<file path="src/hdl/twt_pkg.sv">
// shared types and codes of the timeline wait table
`timescale 1ns / 1ps

package twt_pkg;

  // operation carried by an input item
  typedef enum logic [1:0] {
    OP_REGISTER = 2'd0,
    OP_NOTIFY   = 2'd1,
    OP_CHECK    = 2'd2,
    OP_CLEAR    = 2'd3
  } op_t;

  // kind of a result item
  typedef enum logic [1:0] {
    KIND_RELEASED = 2'd0,
    KIND_TIMEOUT  = 2'd1,
    KIND_SUMMARY  = 2'd2
  } kind_t;

  // sequencer states, one-hot
  typedef enum logic [2:0] {
    S_IDLE = 3'b001,
    S_SCAN = 3'b010,
    S_SUM  = 3'b100
  } state_t;

  localparam int unsigned FIELD_TASK_BITS   = 16;
  localparam int unsigned FIELD_HANDLE_BITS = 32;
  localparam int unsigned FIELD_COUNT_BITS  = 5;

endpackage

</file>
<file path="src/hdl/twt_in_if.sv">
// command channel of the timeline wait table
`timescale 1ns / 1ps

interface twt_in_if;
  logic        valid;
  logic        ready;
  logic [1:0]  opcode;
  logic [31:0] timeline_handle;
  logic [63:0] sync_value;
  logic [31:0] timeout_ms;
  logic [31:0] now_ms;
  logic [15:0] task_id;
  logic        task_present;

  modport source (
    output valid, opcode, timeline_handle, sync_value, timeout_ms, now_ms, task_id,
           task_present,
    input  ready
  );

  modport sink (
    input  valid, opcode, timeline_handle, sync_value, timeout_ms, now_ms, task_id,
           task_present,
    output ready
  );
endinterface

</file>
<file path="src/hdl/twt_out_if.sv">
// result channel of the timeline wait table
`timescale 1ns / 1ps

interface twt_out_if;
  logic        valid;
  logic        ready;
  logic [1:0]  kind;
  logic [15:0] released_task;
  logic [4:0]  step_count;
  logic [4:0]  pending_now;
  logic        any_timeout;
  logic        timeout_sticky;
  logic        table_full;
  logic        last;

  modport source (
    output valid, kind, released_task, step_count, pending_now, any_timeout,
           timeout_sticky, table_full, last,
    input  ready
  );

  modport sink (
    input  valid, kind, released_task, step_count, pending_now, any_timeout,
           timeout_sticky, table_full, last,
    output ready
  );
endinterface

</file>
<file path="src/hdl/twt_ram.sv">
// generic single-port-write, single-port-read ram with registered read
`timescale 1ns / 1ps

module twt_ram #(
  parameter int unsigned WIDTH = 8,
  parameter int unsigned DEPTH = 16
) (
  input  logic                                       clk,
  input  logic                                       we,
  input  logic [((DEPTH > 1) ? $clog2(DEPTH) : 1)-1:0] waddr,
  input  logic [WIDTH-1:0]                           wdata,
  input  logic [((DEPTH > 1) ? $clog2(DEPTH) : 1)-1:0] raddr,
  output logic [WIDTH-1:0]                           rdata
);

  logic [WIDTH-1:0] mem [DEPTH];

  always_ff @(posedge clk) begin
    if (we) begin
      mem[waddr] <= wdata;
    end
    rdata <= mem[raddr];
  end

endmodule

</file>
<file path="src/hdl/twt_match.sv">
// per-slot test: handle and target on notify, elapsed time on timeout check
`timescale 1ns / 1ps

module twt_match #(
  parameter int unsigned HB = 32
) (
  input  twt_pkg::op_t  op,
  input  logic [HB-1:0] handle,
  input  logic [63:0]   value,
  input  logic [31:0]   now,
  input  logic [HB-1:0] slot_handle,
  input  logic [63:0]   slot_target,
  input  logic [31:0]   slot_timeout,
  input  logic [31:0]   slot_start,
  output logic          hit
);

  logic [31:0] elapsed;

  always_comb begin
    elapsed = now - slot_start;
    if (op == twt_pkg::OP_CHECK) begin
      hit = (elapsed >= slot_timeout);
    end else begin
      hit = (slot_handle == handle) && (slot_target <= value);
    end
  end

endmodule

</file>
<file path="src/hdl/timeline_wait_table.sv">
// top level of the timeline wait table: sequencer, slot store and result register
`timescale 1ns / 1ps

// timeline wait table
// cmd carries one operation per item: register a waiter, notify a timeline
// advance, check timeouts, or clear the table. res carries result items: one
// item per released or timed-out task (in slot order) and then one summary
// item with last set, which ends the run of that command.
// register and clear: the command item moves the sequencer to the summary
// state, which loads the summary into the result register once that register
// is free; the next command is taken after the summary is loaded. notify and
// check scan every slot through the slot ram, one slot per cycle while no
// report waits on a stalled receiver: each slot is read from the ram, its
// record is tested on the ram output, and a hit with a task is reported into the
// result register; after the last slot the summary state loads the summary and
// the sequencer returns to idle. one command is in work at a time; cmd.ready is
// high while the sequencer is idle, also while a finished result still waits.
// a stalled receiver holds the result register and freezes the scan on the
// slot whose report waits; nothing is dropped.
// reset (rst, synchronous) clears all pending flags, the pending count, the
// sticky timeout flag and empties the result register; no clearing pass is
// needed because slot contents are only read after they are written.
module timeline_wait_table #(
  parameter int unsigned ENTRIES     = 16,
  parameter int unsigned HANDLE_BITS = 32,
  parameter int unsigned TASK_BITS   = 16
) (
  input  logic      clk,
  input  logic      rst,
  twt_in_if.sink    cmd,
  twt_out_if.source res
);

  // widths derived from the parameters
  localparam int unsigned AW = (ENTRIES > 1) ? $clog2(ENTRIES) : 1;
  localparam int unsigned CW = $clog2(ENTRIES + 1);
  localparam int unsigned HB = (HANDLE_BITS < twt_pkg::FIELD_HANDLE_BITS) ?
                               HANDLE_BITS : twt_pkg::FIELD_HANDLE_BITS;
  localparam int unsigned TB = (TASK_BITS < twt_pkg::FIELD_TASK_BITS) ?
                               TASK_BITS : twt_pkg::FIELD_TASK_BITS;
  // slot record: present, task, handle, target, timeout, start time
  localparam int unsigned RW = 1 + TB + HB + 64 + 32 + 32;

  // control state
  twt_pkg::state_t state;
  logic [ENTRIES-1:0] pend;       // slot holds a waiter not yet satisfied
  logic [CW-1:0]      count;      // number of pending slots
  logic               sticky;     // timeout seen since last clear

  // latched command
  twt_pkg::op_t  op;
  logic [HB-1:0] s_handle;
  logic [63:0]   s_value;
  logic [31:0]   s_now;
  logic          full;
  logic [CW-1:0] step_cnt;
  logic          anyto;

  // scan pointers
  logic [CW-1:0] rd_idx;      // next slot to read
  logic [AW-1:0] eval_idx;    // slot whose data is on the ram output
  logic          eval_valid;

  // result register
  logic                   out_valid;
  twt_pkg::kind_t         out_kind;
  logic [15:0]            out_task;
  logic [4:0]             out_cnt;
  logic [4:0]             out_pend;
  logic                   out_anyto;
  logic                   out_sticky;
  logic                   out_full;
  logic                   out_last;

  // ram ports
  logic          ram_we;
  logic [AW-1:0] ram_waddr;
  logic [RW-1:0] ram_wdata;
  logic [AW-1:0] ram_raddr;
  logic [RW-1:0] ram_rdata;

  // unpacked slot record on the ram output
  logic          rd_present;
  logic [TB-1:0] rd_task;
  logic [HB-1:0] rd_handle;
  logic [63:0]   rd_target;
  logic [31:0]   rd_tmo;
  logic [31:0]   rd_start;

  // decode and scan control
  twt_pkg::op_t  op_in;
  logic [AW-1:0] sel_free;
  logic          any_free;
  logic          match_hit;
  logic          hit_q;
  logic          report;
  logic          out_free;
  logic          advance;
  logic          issue;
  logic          out_load;

  assign {rd_present, rd_task, rd_handle, rd_target, rd_tmo, rd_start} = ram_rdata;

  twt_ram #(
    .WIDTH (RW),
    .DEPTH (ENTRIES)
  ) u_slots (
    .clk   (clk),
    .we    (ram_we),
    .waddr (ram_waddr),
    .wdata (ram_wdata),
    .raddr (ram_raddr),
    .rdata (ram_rdata)
  );

  twt_match #(
    .HB (HB)
  ) u_match (
    .op           (op),
    .handle       (s_handle),
    .value        (s_value),
    .now          (s_now),
    .slot_handle  (rd_handle),
    .slot_target  (rd_target),
    .slot_timeout (rd_tmo),
    .slot_start   (rd_start),
    .hit          (match_hit)
  );

  // lowest slot that is free or already satisfied
  always_comb begin
    sel_free = '0;
    any_free = 1'b0;
    for (int i = ENTRIES - 1; i >= 0; i--) begin
      if (!pend[i]) begin
        sel_free = AW'(i);
        any_free = 1'b1;
      end
    end
  end

  always_comb begin
    op_in    = twt_pkg::op_t'(cmd.opcode);
    hit_q    = eval_valid && pend[eval_idx] && match_hit;
    report   = hit_q && rd_present;
    out_free = !out_valid || res.ready;
    // freeze the scan while a report waits for the result register
    advance  = !(report && !out_free);
    issue    = advance && (rd_idx < CW'(ENTRIES));
    // result register takes a report or the summary
    out_load = ((state == twt_pkg::S_SCAN) && report && advance) ||
               ((state == twt_pkg::S_SUM) && out_free);
    // on a stall re-read the same slot so the ram output holds
    ram_raddr = advance ? rd_idx[AW-1:0] : eval_idx;

    ram_we    = (state == twt_pkg::S_IDLE) && cmd.valid &&
                (op_in == twt_pkg::OP_REGISTER) && any_free;
    ram_waddr = sel_free;
    ram_wdata = {cmd.task_present, cmd.task_id[TB-1:0], cmd.timeline_handle[HB-1:0],
                 cmd.sync_value, cmd.timeout_ms, cmd.now_ms};
  end

  assign cmd.ready = (state == twt_pkg::S_IDLE);

  assign res.valid          = out_valid;
  assign res.kind           = out_kind;
  assign res.released_task  = out_task;
  assign res.step_count     = out_cnt;
  assign res.pending_now    = out_pend;
  assign res.any_timeout    = out_anyto;
  assign res.timeout_sticky = out_sticky;
  assign res.table_full     = out_full;
  assign res.last           = out_last;

  always_ff @(posedge clk) begin
    if (rst) begin
      state      <= twt_pkg::S_IDLE;
      pend       <= '0;
      count      <= '0;
      sticky     <= 1'b0;
      eval_valid <= 1'b0;
      out_valid  <= 1'b0;
    end else begin
      // held until taken, reloaded when a new item is written
      out_valid <= out_load || (out_valid && !res.ready);

      unique case (state)
        twt_pkg::S_IDLE: begin
          if (cmd.valid) begin
            op         <= op_in;
            s_handle   <= cmd.timeline_handle[HB-1:0];
            s_value    <= cmd.sync_value;
            s_now      <= cmd.now_ms;
            full       <= 1'b0;
            step_cnt   <= '0;
            anyto      <= 1'b0;
            rd_idx     <= '0;
            eval_valid <= 1'b0;
            unique case (op_in)
              twt_pkg::OP_REGISTER: begin
                if (any_free) begin
                  pend[sel_free] <= 1'b1;
                  count          <= count + 1'b1;
                end else begin
                  full <= 1'b1;
                end
                state <= twt_pkg::S_SUM;
              end
              twt_pkg::OP_NOTIFY, twt_pkg::OP_CHECK: begin
                state <= twt_pkg::S_SCAN;
              end
              twt_pkg::OP_CLEAR: begin
                pend   <= '0;
                count  <= '0;
                sticky <= 1'b0;
                state  <= twt_pkg::S_SUM;
              end
              default: begin
                state <= twt_pkg::S_SUM;
              end
            endcase
          end
        end

        twt_pkg::S_SCAN: begin
          // settle the slot on the ram output
          if (hit_q && advance) begin
            pend[eval_idx] <= 1'b0;
            count          <= count - 1'b1;
            if (op == twt_pkg::OP_CHECK) begin
              anyto  <= 1'b1;
              sticky <= 1'b1;
            end else if (rd_present) begin
              step_cnt <= step_cnt + 1'b1;
            end
          end
          // report a released or timed-out task
          if (report && advance) begin
            out_kind   <= (op == twt_pkg::OP_CHECK) ? twt_pkg::KIND_TIMEOUT :
                                                      twt_pkg::KIND_RELEASED;
            out_task   <= 16'(rd_task);
            out_cnt    <= '0;
            out_pend   <= '0;
            out_anyto  <= 1'b0;
            out_sticky <= 1'b0;
            out_full   <= 1'b0;
            out_last   <= 1'b0;
          end
          // move to the next slot
          if (advance) begin
            if (issue) begin
              eval_valid <= 1'b1;
              eval_idx   <= rd_idx[AW-1:0];
              rd_idx     <= rd_idx + 1'b1;
            end else begin
              eval_valid <= 1'b0;
              if (!eval_valid) begin
                state <= twt_pkg::S_SUM;
              end
            end
          end
        end

        twt_pkg::S_SUM: begin
          if (out_free) begin
            out_kind   <= twt_pkg::KIND_SUMMARY;
            out_task   <= '0;
            out_cnt    <= 5'(step_cnt);
            out_pend   <= 5'(count);
            out_anyto  <= anyto;
            out_sticky <= sticky;
            out_full   <= full;
            out_last   <= 1'b1;
            state      <= twt_pkg::S_IDLE;
          end
        end

        default: begin
          state <= twt_pkg::S_IDLE;
        end
      endcase
    end
  end

endmodule
</file>
<file path="src/flat_wrapper.sv">
// flat-port wrapper written by rule: the top's interface ports become plain ports
module timeline_wait_table_flat 
#(
  parameter int unsigned ENTRIES     = 16,
  parameter int unsigned HANDLE_BITS = 32,
  parameter int unsigned TASK_BITS   = 16
)
  (clk, rst, cmd_valid, cmd_opcode, cmd_timeline_handle, cmd_sync_value, cmd_timeout_ms, cmd_now_ms, cmd_task_id, cmd_task_present, cmd_ready, res_valid, res_kind, res_released_task, res_step_count, res_pending_now, res_any_timeout, res_timeout_sticky, res_table_full, res_last, res_ready);
  twt_in_if cmd_i ();
  twt_out_if res_i ();
  input  logic clk;
  input  logic rst;
  input wire logic [$bits(cmd_i.valid)-1:0] cmd_valid;
  input wire logic [$bits(cmd_i.opcode)-1:0] cmd_opcode;
  input wire logic [$bits(cmd_i.timeline_handle)-1:0] cmd_timeline_handle;
  input wire logic [$bits(cmd_i.sync_value)-1:0] cmd_sync_value;
  input wire logic [$bits(cmd_i.timeout_ms)-1:0] cmd_timeout_ms;
  input wire logic [$bits(cmd_i.now_ms)-1:0] cmd_now_ms;
  input wire logic [$bits(cmd_i.task_id)-1:0] cmd_task_id;
  input wire logic [$bits(cmd_i.task_present)-1:0] cmd_task_present;
  output wire logic [$bits(cmd_i.ready)-1:0] cmd_ready;
  output wire logic [$bits(res_i.valid)-1:0] res_valid;
  output wire logic [$bits(res_i.kind)-1:0] res_kind;
  output wire logic [$bits(res_i.released_task)-1:0] res_released_task;
  output wire logic [$bits(res_i.step_count)-1:0] res_step_count;
  output wire logic [$bits(res_i.pending_now)-1:0] res_pending_now;
  output wire logic [$bits(res_i.any_timeout)-1:0] res_any_timeout;
  output wire logic [$bits(res_i.timeout_sticky)-1:0] res_timeout_sticky;
  output wire logic [$bits(res_i.table_full)-1:0] res_table_full;
  output wire logic [$bits(res_i.last)-1:0] res_last;
  input wire logic [$bits(res_i.ready)-1:0] res_ready;
  assign cmd_i.valid = cmd_valid;
  assign cmd_i.opcode = cmd_opcode;
  assign cmd_i.timeline_handle = cmd_timeline_handle;
  assign cmd_i.sync_value = cmd_sync_value;
  assign cmd_i.timeout_ms = cmd_timeout_ms;
  assign cmd_i.now_ms = cmd_now_ms;
  assign cmd_i.task_id = cmd_task_id;
  assign cmd_i.task_present = cmd_task_present;
  assign cmd_ready = cmd_i.ready;
  assign res_valid = res_i.valid;
  assign res_kind = res_i.kind;
  assign res_released_task = res_i.released_task;
  assign res_step_count = res_i.step_count;
  assign res_pending_now = res_i.pending_now;
  assign res_any_timeout = res_i.any_timeout;
  assign res_timeout_sticky = res_i.timeout_sticky;
  assign res_table_full = res_i.table_full;
  assign res_last = res_i.last;
  assign res_i.ready = res_ready;
  timeline_wait_table #(.ENTRIES(ENTRIES), .HANDLE_BITS(HANDLE_BITS), .TASK_BITS(TASK_BITS)) u_core (.clk(clk), .rst(rst), .cmd(cmd_i), .res(res_i));
endmodule
</file>
<file path="config.mk">
export PLATFORM = sky130hd
export DESIGN_NAME = timeline_wait_table_flat
export DESIGN_NICKNAME = d
export VERILOG_FILES = /design/src/hdl/twt_pkg.sv /design/src/hdl/twt_in_if.sv /design/src/hdl/twt_out_if.sv /design/src/hdl/twt_ram.sv /design/src/hdl/twt_match.sv /design/src/hdl/timeline_wait_table.sv /design/src/flat_wrapper.sv
export SDC_FILE = /design/constraint.sdc
export NUM_CORES = 2
export LEC_CHECK = 0
export BUFFER_PORTS_ARGS = -buffer_cell sky130_fd_sc_hd__buf_2
export CAP_MARGIN = 20
export CELL_PAD_IN_SITES_DETAIL_PLACEMENT = 1
export CELL_PAD_IN_SITES_GLOBAL_PLACEMENT = 1
export CORE_MARGIN = 1
export CORE_UTILIZATION = 42
export CTS_CLUSTER_DIAMETER = 100
export DETAILED_ROUTE_END_ITERATION = 7
export MAX_ROUTING_LAYER = met4
export PLACE_DENSITY_LB_ADDON = 0.1
export SYNTH_ARGS = -nofsm -noshare
export SYNTH_HDL_FRONTEND = slang
export SYNTH_HIERARCHICAL = 1
export SYNTH_SLANG_ARGS = --single-unit
</file>
<file path="constraint.sdc">
create_clock -name clk -period 14.85 [get_ports clk]
set_input_delay 1.485 -clock clk [delete_from_list [all_inputs] [get_ports clk]]
set_output_delay 1.485 -clock clk [all_outputs]
set_load 0.005 [all_outputs]
</file>
======== Word-level counts from Yosys, hierarchy flattened ========
Memories as Yosys holds them, arrays and structs flattened. A register that Yosys moved wholly into a read port is not among the register bits.
Cells that the tools add are included.
cells by class
  $add $sub $neg .......................... 5
  equality and inequality tests ........... 22
  muxes and demuxes ....................... 99
  reductions and logical operators ........ 39
  bitwise operators ....................... 5
  magnitude comparators ................... 7
operator list
  operator             number
  $pmux 16 s2          3
  $mux 16              5
  $mux 4               17
  $le 64x64->1         1
  $mux 5               12
  $pmux 5 s2           6
  $mux 1               36
  $eq 32x32->1         1
  $ge 32x32->1         1
  $sub 32x32->32       1
  $reduce_and 5->1     5
  $ne 2x2->1 const B   9
  $logic_and 1x1->1    17
  $and 16x16->16       1
  $not 16->16          1
  $or 16x16->16        1
  $add 5x1->5 const B  3
  $mux 3               5
  $pmux 1 s2           7
  $lt 4x5->1 const B   2
  $pmux 3 s3           1
  $demux 1 s4          2
  $ge 4x1->1 const B   2
  $reduce_and 4->1     2
  other kinds (22)     36
storage, ports and cells
  bits in writable memories ............... 2832
  bits in registers ....................... 205
  word-level logic and storage cells ...... 201
  memories kept ........................... 1
  output and inout port bits .............. 34
memories
  name                depth  width  rd ports  clocked after Yosys merged registers in  write ports  RTL line       source
  u_core.u_slots.mem  16     177    1         1                                        1            twt_ram.sv:16  logic [WIDTH-1:0] mem [DEPTH];

======== Depth between registers and ports, before layout ========
  depth after elaboration ................. 25
  depth in mapped cells ................... 33

======== Modules after synthesis ========
The synthesis kept the hierarchy.
modules (own cells, without submodules)
  module               area each (sq um)  sequential area each (sq um)  times used  cells an instance
  twt_ram              109951.7           88585.0                       1           4629
  timeline_wait_table  8069.0             5885.6                        1           533
  twt_match            4385.5             0.0                           1           603

======== Worst setup path after synthesis ========
Ideal clock, no wire load.
  path kind ............................... input port to flip-flop
  from .................................... input cmd_opcode[0]
  to ...................................... memory u_core/u_slots/mem[0][0] in the netlist's numbering (enable)
  arrival ................................. 14.415 ns
  cell stages on the path ................. 6
  slack ................................... -0.495 ns
  cell sequence ........................... inv_1 -> ha_1 -> nand2b_1 -> nor2_1 -> or3b_2 -> nor3_1
between the ends
  word-level cells in the longest chain between the ends .. 5
ends and longest elaborated chain
  element                       RTL line                    source
  from (decl)                   flat_wrapper.sv:14          input wire logic [$bits(cmd_i.opcode)-1:0] cmd_opcode;
  $logic_not 2->1               timeline_wait_table.sv:157  (op_in == twt_pkg::OP_REGISTER) && any_free;
  $logic_and 1x1->1             timeline_wait_table.sv:156  ram_we = (state == twt_pkg::S_IDLE) && cmd.valid &&
  $logic_and 1x1->1             timeline_wait_table.sv:157
  net u_core.ram_we             timeline_wait_table.sv:76   logic ram_we;
  $mux 1                        twt_ram.sv:19               if (we) begin
  $mux 1 (not written as such)  twt_ram.sv:20               mem[waddr] <= wdata;
  to (decl)                     twt_ram.sv:16
The timed path passes the listed nets, and every way through them passes these cells.

======== Worst setup path in the final report ========
  from .................................... register u_core.s_now[0]
  to ...................................... register u_core.u_slots.rdata[158] (read register of u_core.u_slots.mem)
between the ends
  word-level cells in the longest chain between the ends .. 7
ends and longest elaborated chain
  element                  RTL line                    source
  from (decl)              timeline_wait_table.sv:54   logic [31:0] s_now;
  from (signal assigned)   timeline_wait_table.sv:193  s_now <= cmd.now_ms;
  $sub 32x32->32           twt_match.sv:21             elapsed = now - slot_start;
  $ge 32x32->1             twt_match.sv:23             hit = (elapsed >= slot_timeout);
  $mux 1                   twt_match.sv:22             if (op == twt_pkg::OP_CHECK) begin
  net u_core.match_hit     timeline_wait_table.sv:94   logic match_hit;
  $logic_and 1x1->1        timeline_wait_table.sv:144  hit_q = eval_valid && pend[eval_idx] && match_hit;
  $logic_and 1x1->1        timeline_wait_table.sv:145  report = hit_q && rd_present;
  $logic_and 1x1->1        timeline_wait_table.sv:148  advance = !(report && !out_free);
  $mux 4                   timeline_wait_table.sv:154  ram_raddr = advance ? rd_idx[AW-1:0] : eval_idx;
  net u_core.ram_raddr[2]  timeline_wait_table.sv:79   logic [AW-1:0] ram_raddr;
  to (decl)                twt_ram.sv:13               output logic [WIDTH-1:0] rdata
The timed path passes the listed nets, and every way through them passes these cells.
A chain may end at the register's enable or synchronous reset.

==> metrics.txt <==
# TYPE chip_impl_metric gauge
chip_impl_info{name="run_status",value="complete, no violations"} 1
chip_impl_info{name="synth_ff_type",value="sky130_fd_sc_hd__edfxtp_1"} 1
chip_impl_info{name="crit_type",value="reg2reg"} 1
chip_impl_metric{name="grt_pass1_vias",unit=""} 63000
chip_impl_metric{name="post-cts-setup-buffer-count",unit=""} 0
chip_impl_metric{name="slew_viol_final",unit=""} 0
chip_impl_metric{name="design.die.area",unit="sq mm"} 0.294
chip_impl_metric{name="cpPeakStageDelay",unit="ns"} 0.72
chip_impl_metric{name="final_nets",unit=""} 6497
chip_impl_metric{name="final.period_utilization",unit="%"} 58.9
chip_impl_metric{name="dp.final_hpwl",unit="um"} 171000
chip_impl_metric{name="timing.final.ws_setup",unit="ns"} 6.10
chip_impl_metric{name="drive_above_1_share",unit="%"} 25.8
chip_impl_metric{name="layout_min_cycle_time",unit="ns"} 8.75
chip_impl_info{name="timing.critical_path.slowest_stage_cell",value="sky130_fd_sc_hd__nand2b_1"} 1
chip_impl_metric{name="postCtsResizedCells",unit=""} 0
chip_impl_metric{name="global_route.usage.total",unit="%"} 22.9
chip_impl_metric{name="synth-edff-count",unit=""} 3010
chip_impl_info{name="clock_tree.root_cell",value="sky130_fd_sc_hd__clkbuf_16"} 1
chip_impl_metric{name="data_required_time_at_the_worst_endpoint",unit="ns"} 15.58
chip_impl_metric{name="yosysSeqAreaShare",unit="%"} 77.2
chip_impl_metric{name="sum_of_negative_setup_slack",unit="ns"} 0
chip_impl_metric{name="gp_routability_congestion",unit=""} 0.794
chip_impl_metric{name="report.power.total",unit="uW"} 19600
chip_impl_metric{name="crit_fanout",unit=""} 33
chip_impl_metric{name="die_height",unit="um"} 542
chip_impl_info{name="cts_tree",value="done"} 1
chip_impl_metric{name="remaining_global_route_overflow",unit=""} 0
chip_impl_metric{name="max_clock_freq",unit="MHz"} 114
chip_impl_metric{name="drv_cap",unit=""} 0
chip_impl_metric{name="ant_nets",unit=""} 0
chip_impl_metric{name="ctsHoldBuffers",unit=""} 0
chip_impl_metric{name="floorplan.initialDensity",unit="%"} 42.4
chip_impl_metric{name="htree_num_levels",unit=""} 5
chip_impl_metric{name="n_fill_cell",unit=""} 25900
chip_impl_metric{name="synthCells",unit=""} 5765
chip_impl_metric{name="synth.avg_cell_area",unit="sq um"} 21.2
chip_impl_info{name="start_kind",value="flop"} 1
chip_impl_metric{name="post_route_drc",unit=""} 0
chip_impl_metric{name="reported_leakage_power",unit="uW"} 0.0453
chip_impl_metric{name="wirelength",unit="um"} 327000
chip_impl_metric{name="tightest_slew",unit="ns"} 1.14
chip_impl_metric{name="async_reset_ff_share",unit="%"} 0
chip_impl_metric{name="route.vias.total",unit=""} 59500
chip_impl_metric{name="synth_nets",unit=""} 6082
chip_impl_metric{name="clkTransAtPathRegs",unit="ns"} 0.06
chip_impl_metric{name="synth.lib_cells_used.distinct",unit=""} 84
chip_impl_metric{name="clock_skew",unit="ns"} 0.0422
chip_impl_metric{name="ioPinCount",unit=""} 217
chip_impl_metric{name="std_cell_rows",unit=""} 197
chip_impl_metric{name="buffer_ports.inserted",unit=""} 216
chip_impl_metric{name="dr.pass1.iters",unit=""} 5
chip_impl_metric{name="hold_viol",unit=""} 0
chip_impl_metric{name="die_x",unit="um"} 542
chip_impl_metric{name="drt-initial-drc-count",unit=""} 4924
chip_impl_metric{name="pre_cts_slack",unit="ns"} 6.11
chip_impl_metric{name="cts-root-to-sink-buffers",unit=""} 4
chip_impl_info{name="min_path_type",value="reg2reg"} 1
chip_impl_metric{name="instances_no_fill",unit=""} 10400
chip_impl_metric{name="grt_max_degree",unit=""} 101
chip_impl_metric{name="clk_sink_count",unit=""} 3214
chip_impl_metric{name="p_per_area",unit="mW/mm^2"} 140
chip_impl_metric{name="vdd.ir_drop.worst",unit="uV"} 97.0
chip_impl_metric{name="place.detailed.instances",unit=""} 9707
chip_impl_metric{name="area_of_the_multi_input_gates",unit="sq mm"} 0.0261
chip_impl_metric{name="initial_antenna_violation_count",unit=""} 88
chip_impl_metric{name="wl_per_cell",unit="um"} 31.4
chip_impl_metric{name="register_area",unit="sq mm"} 0.0945
chip_impl_metric{name="clk-insertion-delay-late",unit="ns"} 0.92
chip_impl_metric{name="core_area",unit="sq mm"} 0.289
chip_impl_metric{name="first_pass_grt_wire_length",unit="um"} 466000
chip_impl_metric{name="numCtsBuffers",unit=""} 349
chip_impl_metric{name="number_of_setup_violations_in_the_final_report",unit=""} 0
chip_impl_metric{name="timing.max_slew.rel_slack",unit="%"} 24.1
chip_impl_info{name="unrepaired_setup_endpoints_after_global_routing",value="false"} 1
chip_impl_metric{name="holdWs",unit="ns"} 0.479
chip_impl_metric{name="netlist_area_pre_place",unit="sq mm"} 0.122
chip_impl_metric{name="routed_via_density",unit=""} 5.72
chip_impl_metric{name="synthesis.yosys.warnings",unit=""} 6
chip_impl_metric{name="synth.ff_latch_count",unit=""} 3214
chip_impl_metric{name="worst-endpoint-arrival",unit="ns"} 9.48
chip_impl_info{name="critical_path_endpoint_category",value="flop"} 1
chip_impl_metric{name="area_delta_synth_final",unit="%"} 14.3
[where the power goes]
group | switching (uW) | total, uW | leakage [uW] | internal, uW
clock | 3590 | 8660 | 0.00562 | 5070
sequential | 45.6 | 10000 | 0.0288 | 9990
combinational | 566 | 907 | 0.0108 | 341
total | 4200 | 19600 | 0.0453 | 15400
[cells in the mapped netlist, drive strengths merged (40+ instances only)]
library cell / count / area (sq um)
nor2: 61 / 239
mux2i: 40 / 400
inv: 162 / 608
nor2b: 67 / 419
xnor2: 54 / 473
mux4: 661 / 14900
nand2: 181 / 679
a22oi: 301 / 2260
clkbuf: 109 / 409
mux2: 91 / 1020
ha: 133 / 1660
buf: 164 / 1090
dfxtp: 204 / 4080
a21o: 48 / 360
o21ai: 54 / 278
a21oi: 75 / 390
edfxtp: 3010 / 90400
[metrics by stage]
step           utilization [%]  instance area, sq um
2_1_floorplan                -                122000
3_3_place_gp              44.4                128000
3_5_place_dp              44.4                128000
4_1_cts                   48.4                140000
5_1_grt                   48.4                140000
6_report                  48.4                140000
[per-layer routing]
layer	part of all wire [%]	wire [um]	global-route usage, %	vias up
met1	44	142000	30.7	32600
met2	49	158000	36.5	1499
li1	-	-	-	24800
met5	0	0	-	-
met3	5.1	16800	3.72	540
met4	2.7	8880	6.14	0
[sequential cells by signal, summed over array words and instances (netlist names), 16 cells and up]
| register | cells |
|---|---|
| u_core/pend | 16 |
| u_core/res.released_task | 16 |
| u_core/s_handle | 32 |
| u_core/s_now | 32 |
| u_core/s_value | 64 |
| u_core/u_slots/mem | 2832 |
| u_core/u_slots/rdata | 177 |
[critical path, delay by kind of cell, from the launching register on]
kind | cells | cell delay (ns)
simple gates | 4 | 1.15
mux | 1 | 0.49
compound gates | 17 | 4.12
flops | 1 | 0.36
xor+xnor | 1 | 0.10
buf+inv | 5 | 1.42
fa+ha+maj | 3 | 0.87
[final timing paths]
| path | from | endpoint | slack (ns) | depth (start not counted) |
|---|---|---|---|---|
| worst max register to register | u_core/s_now[0]$_DFFE_PP_ | u_core/u_slots/rdata[158]$_DFF_P_ | 6.10 | 31 |
| worst min register to register | u_core/sticky$_SDFFE_PP0P_ | u_core/sticky$_SDFFE_PP0P_ | 0.48 | 2 |
| worst max-delay path | u_core/s_now[0]$_DFFE_PP_ | u_core/u_slots/rdata[158]$_DFF_P_ | 6.10 | 31 |
| worst min-delay path | u_core/sticky$_SDFFE_PP0P_ | u_core/sticky$_SDFFE_PP0P_ | 0.48 | 2 |
[layout by cell type, fill, tap and decap left out, types with 25 or more instances in the layout]
cell type	Yosys	layout
sky130_fd_sc_hd__o21ai_0	51	51
sky130_fd_sc_hd__o221ai_1	30	30
sky130_fd_sc_hd__nor2b_1	67	61
sky130_fd_sc_hd__mux2_2	91	87
sky130_fd_sc_hd__clkbuf_8	0	47
sky130_fd_sc_hd__xnor2_1	54	54
sky130_fd_sc_hd__nand2b_1	36	36
sky130_fd_sc_hd__ha_1	133	133
sky130_fd_sc_hd__clkinv_2	0	54
sky130_fd_sc_hd__nor2_1	59	43
sky130_fd_sc_hd__clkinv_1	0	40
sky130_fd_sc_hd__a21oi_1	73	73
sky130_fd_sc_hd__nand2_1	181	181
sky130_fd_sc_hd__nand3_1	25	25
sky130_fd_sc_hd__a22oi_1	301	301
sky130_fd_sc_hd__buf_2	79	216
sky130_fd_sc_hd__diode_2	0	40
sky130_fd_sc_hd__mux2i_1	40	40
sky130_fd_sc_hd__clkbuf_16	0	354
sky130_fd_sc_hd__buf_4	21	97
sky130_fd_sc_hd__clkbuf_1	109	96
sky130_fd_sc_hd__mux4_2	661	661
sky130_fd_sc_hd__edfxtp_1	3010	3010
sky130_fd_sc_hd__a21o_1	48	48
sky130_fd_sc_hd__dfxtp_1	204	204
sky130_fd_sc_hd__a221oi_1	27	27
sky130_fd_sc_hd__nand4_1	31	31
sky130_fd_sc_hd__inv_1	162	162
[area by class of cell]
type                    instances  share of cell area, %
flip-flops and latches       3214                   67.5
multi-input cells            2116                   18.7
clock inverters               150                   1.15
inverters                     162                  0.435
diodes                         40                 0.0716
well taps                    3880                   3.47
clock buffers                 497                   7.05
repair buffers                337                   1.63
[cells by family (layout without fill, tap and decap cells)]
logic type	count (synthesis)	after routing	share of synthesized area (%)
xor+xnor	68	68	0.487
other cells	0	40	0
simple gates	476	476	1.96
mux	792	792	13.3
flops	3214	3214	77.2
buf+inv	435	1146	1.72
compound gates	646	646	3.95
fa+ha+maj	134	134	1.38
Power figures use the tool's default switching activity.
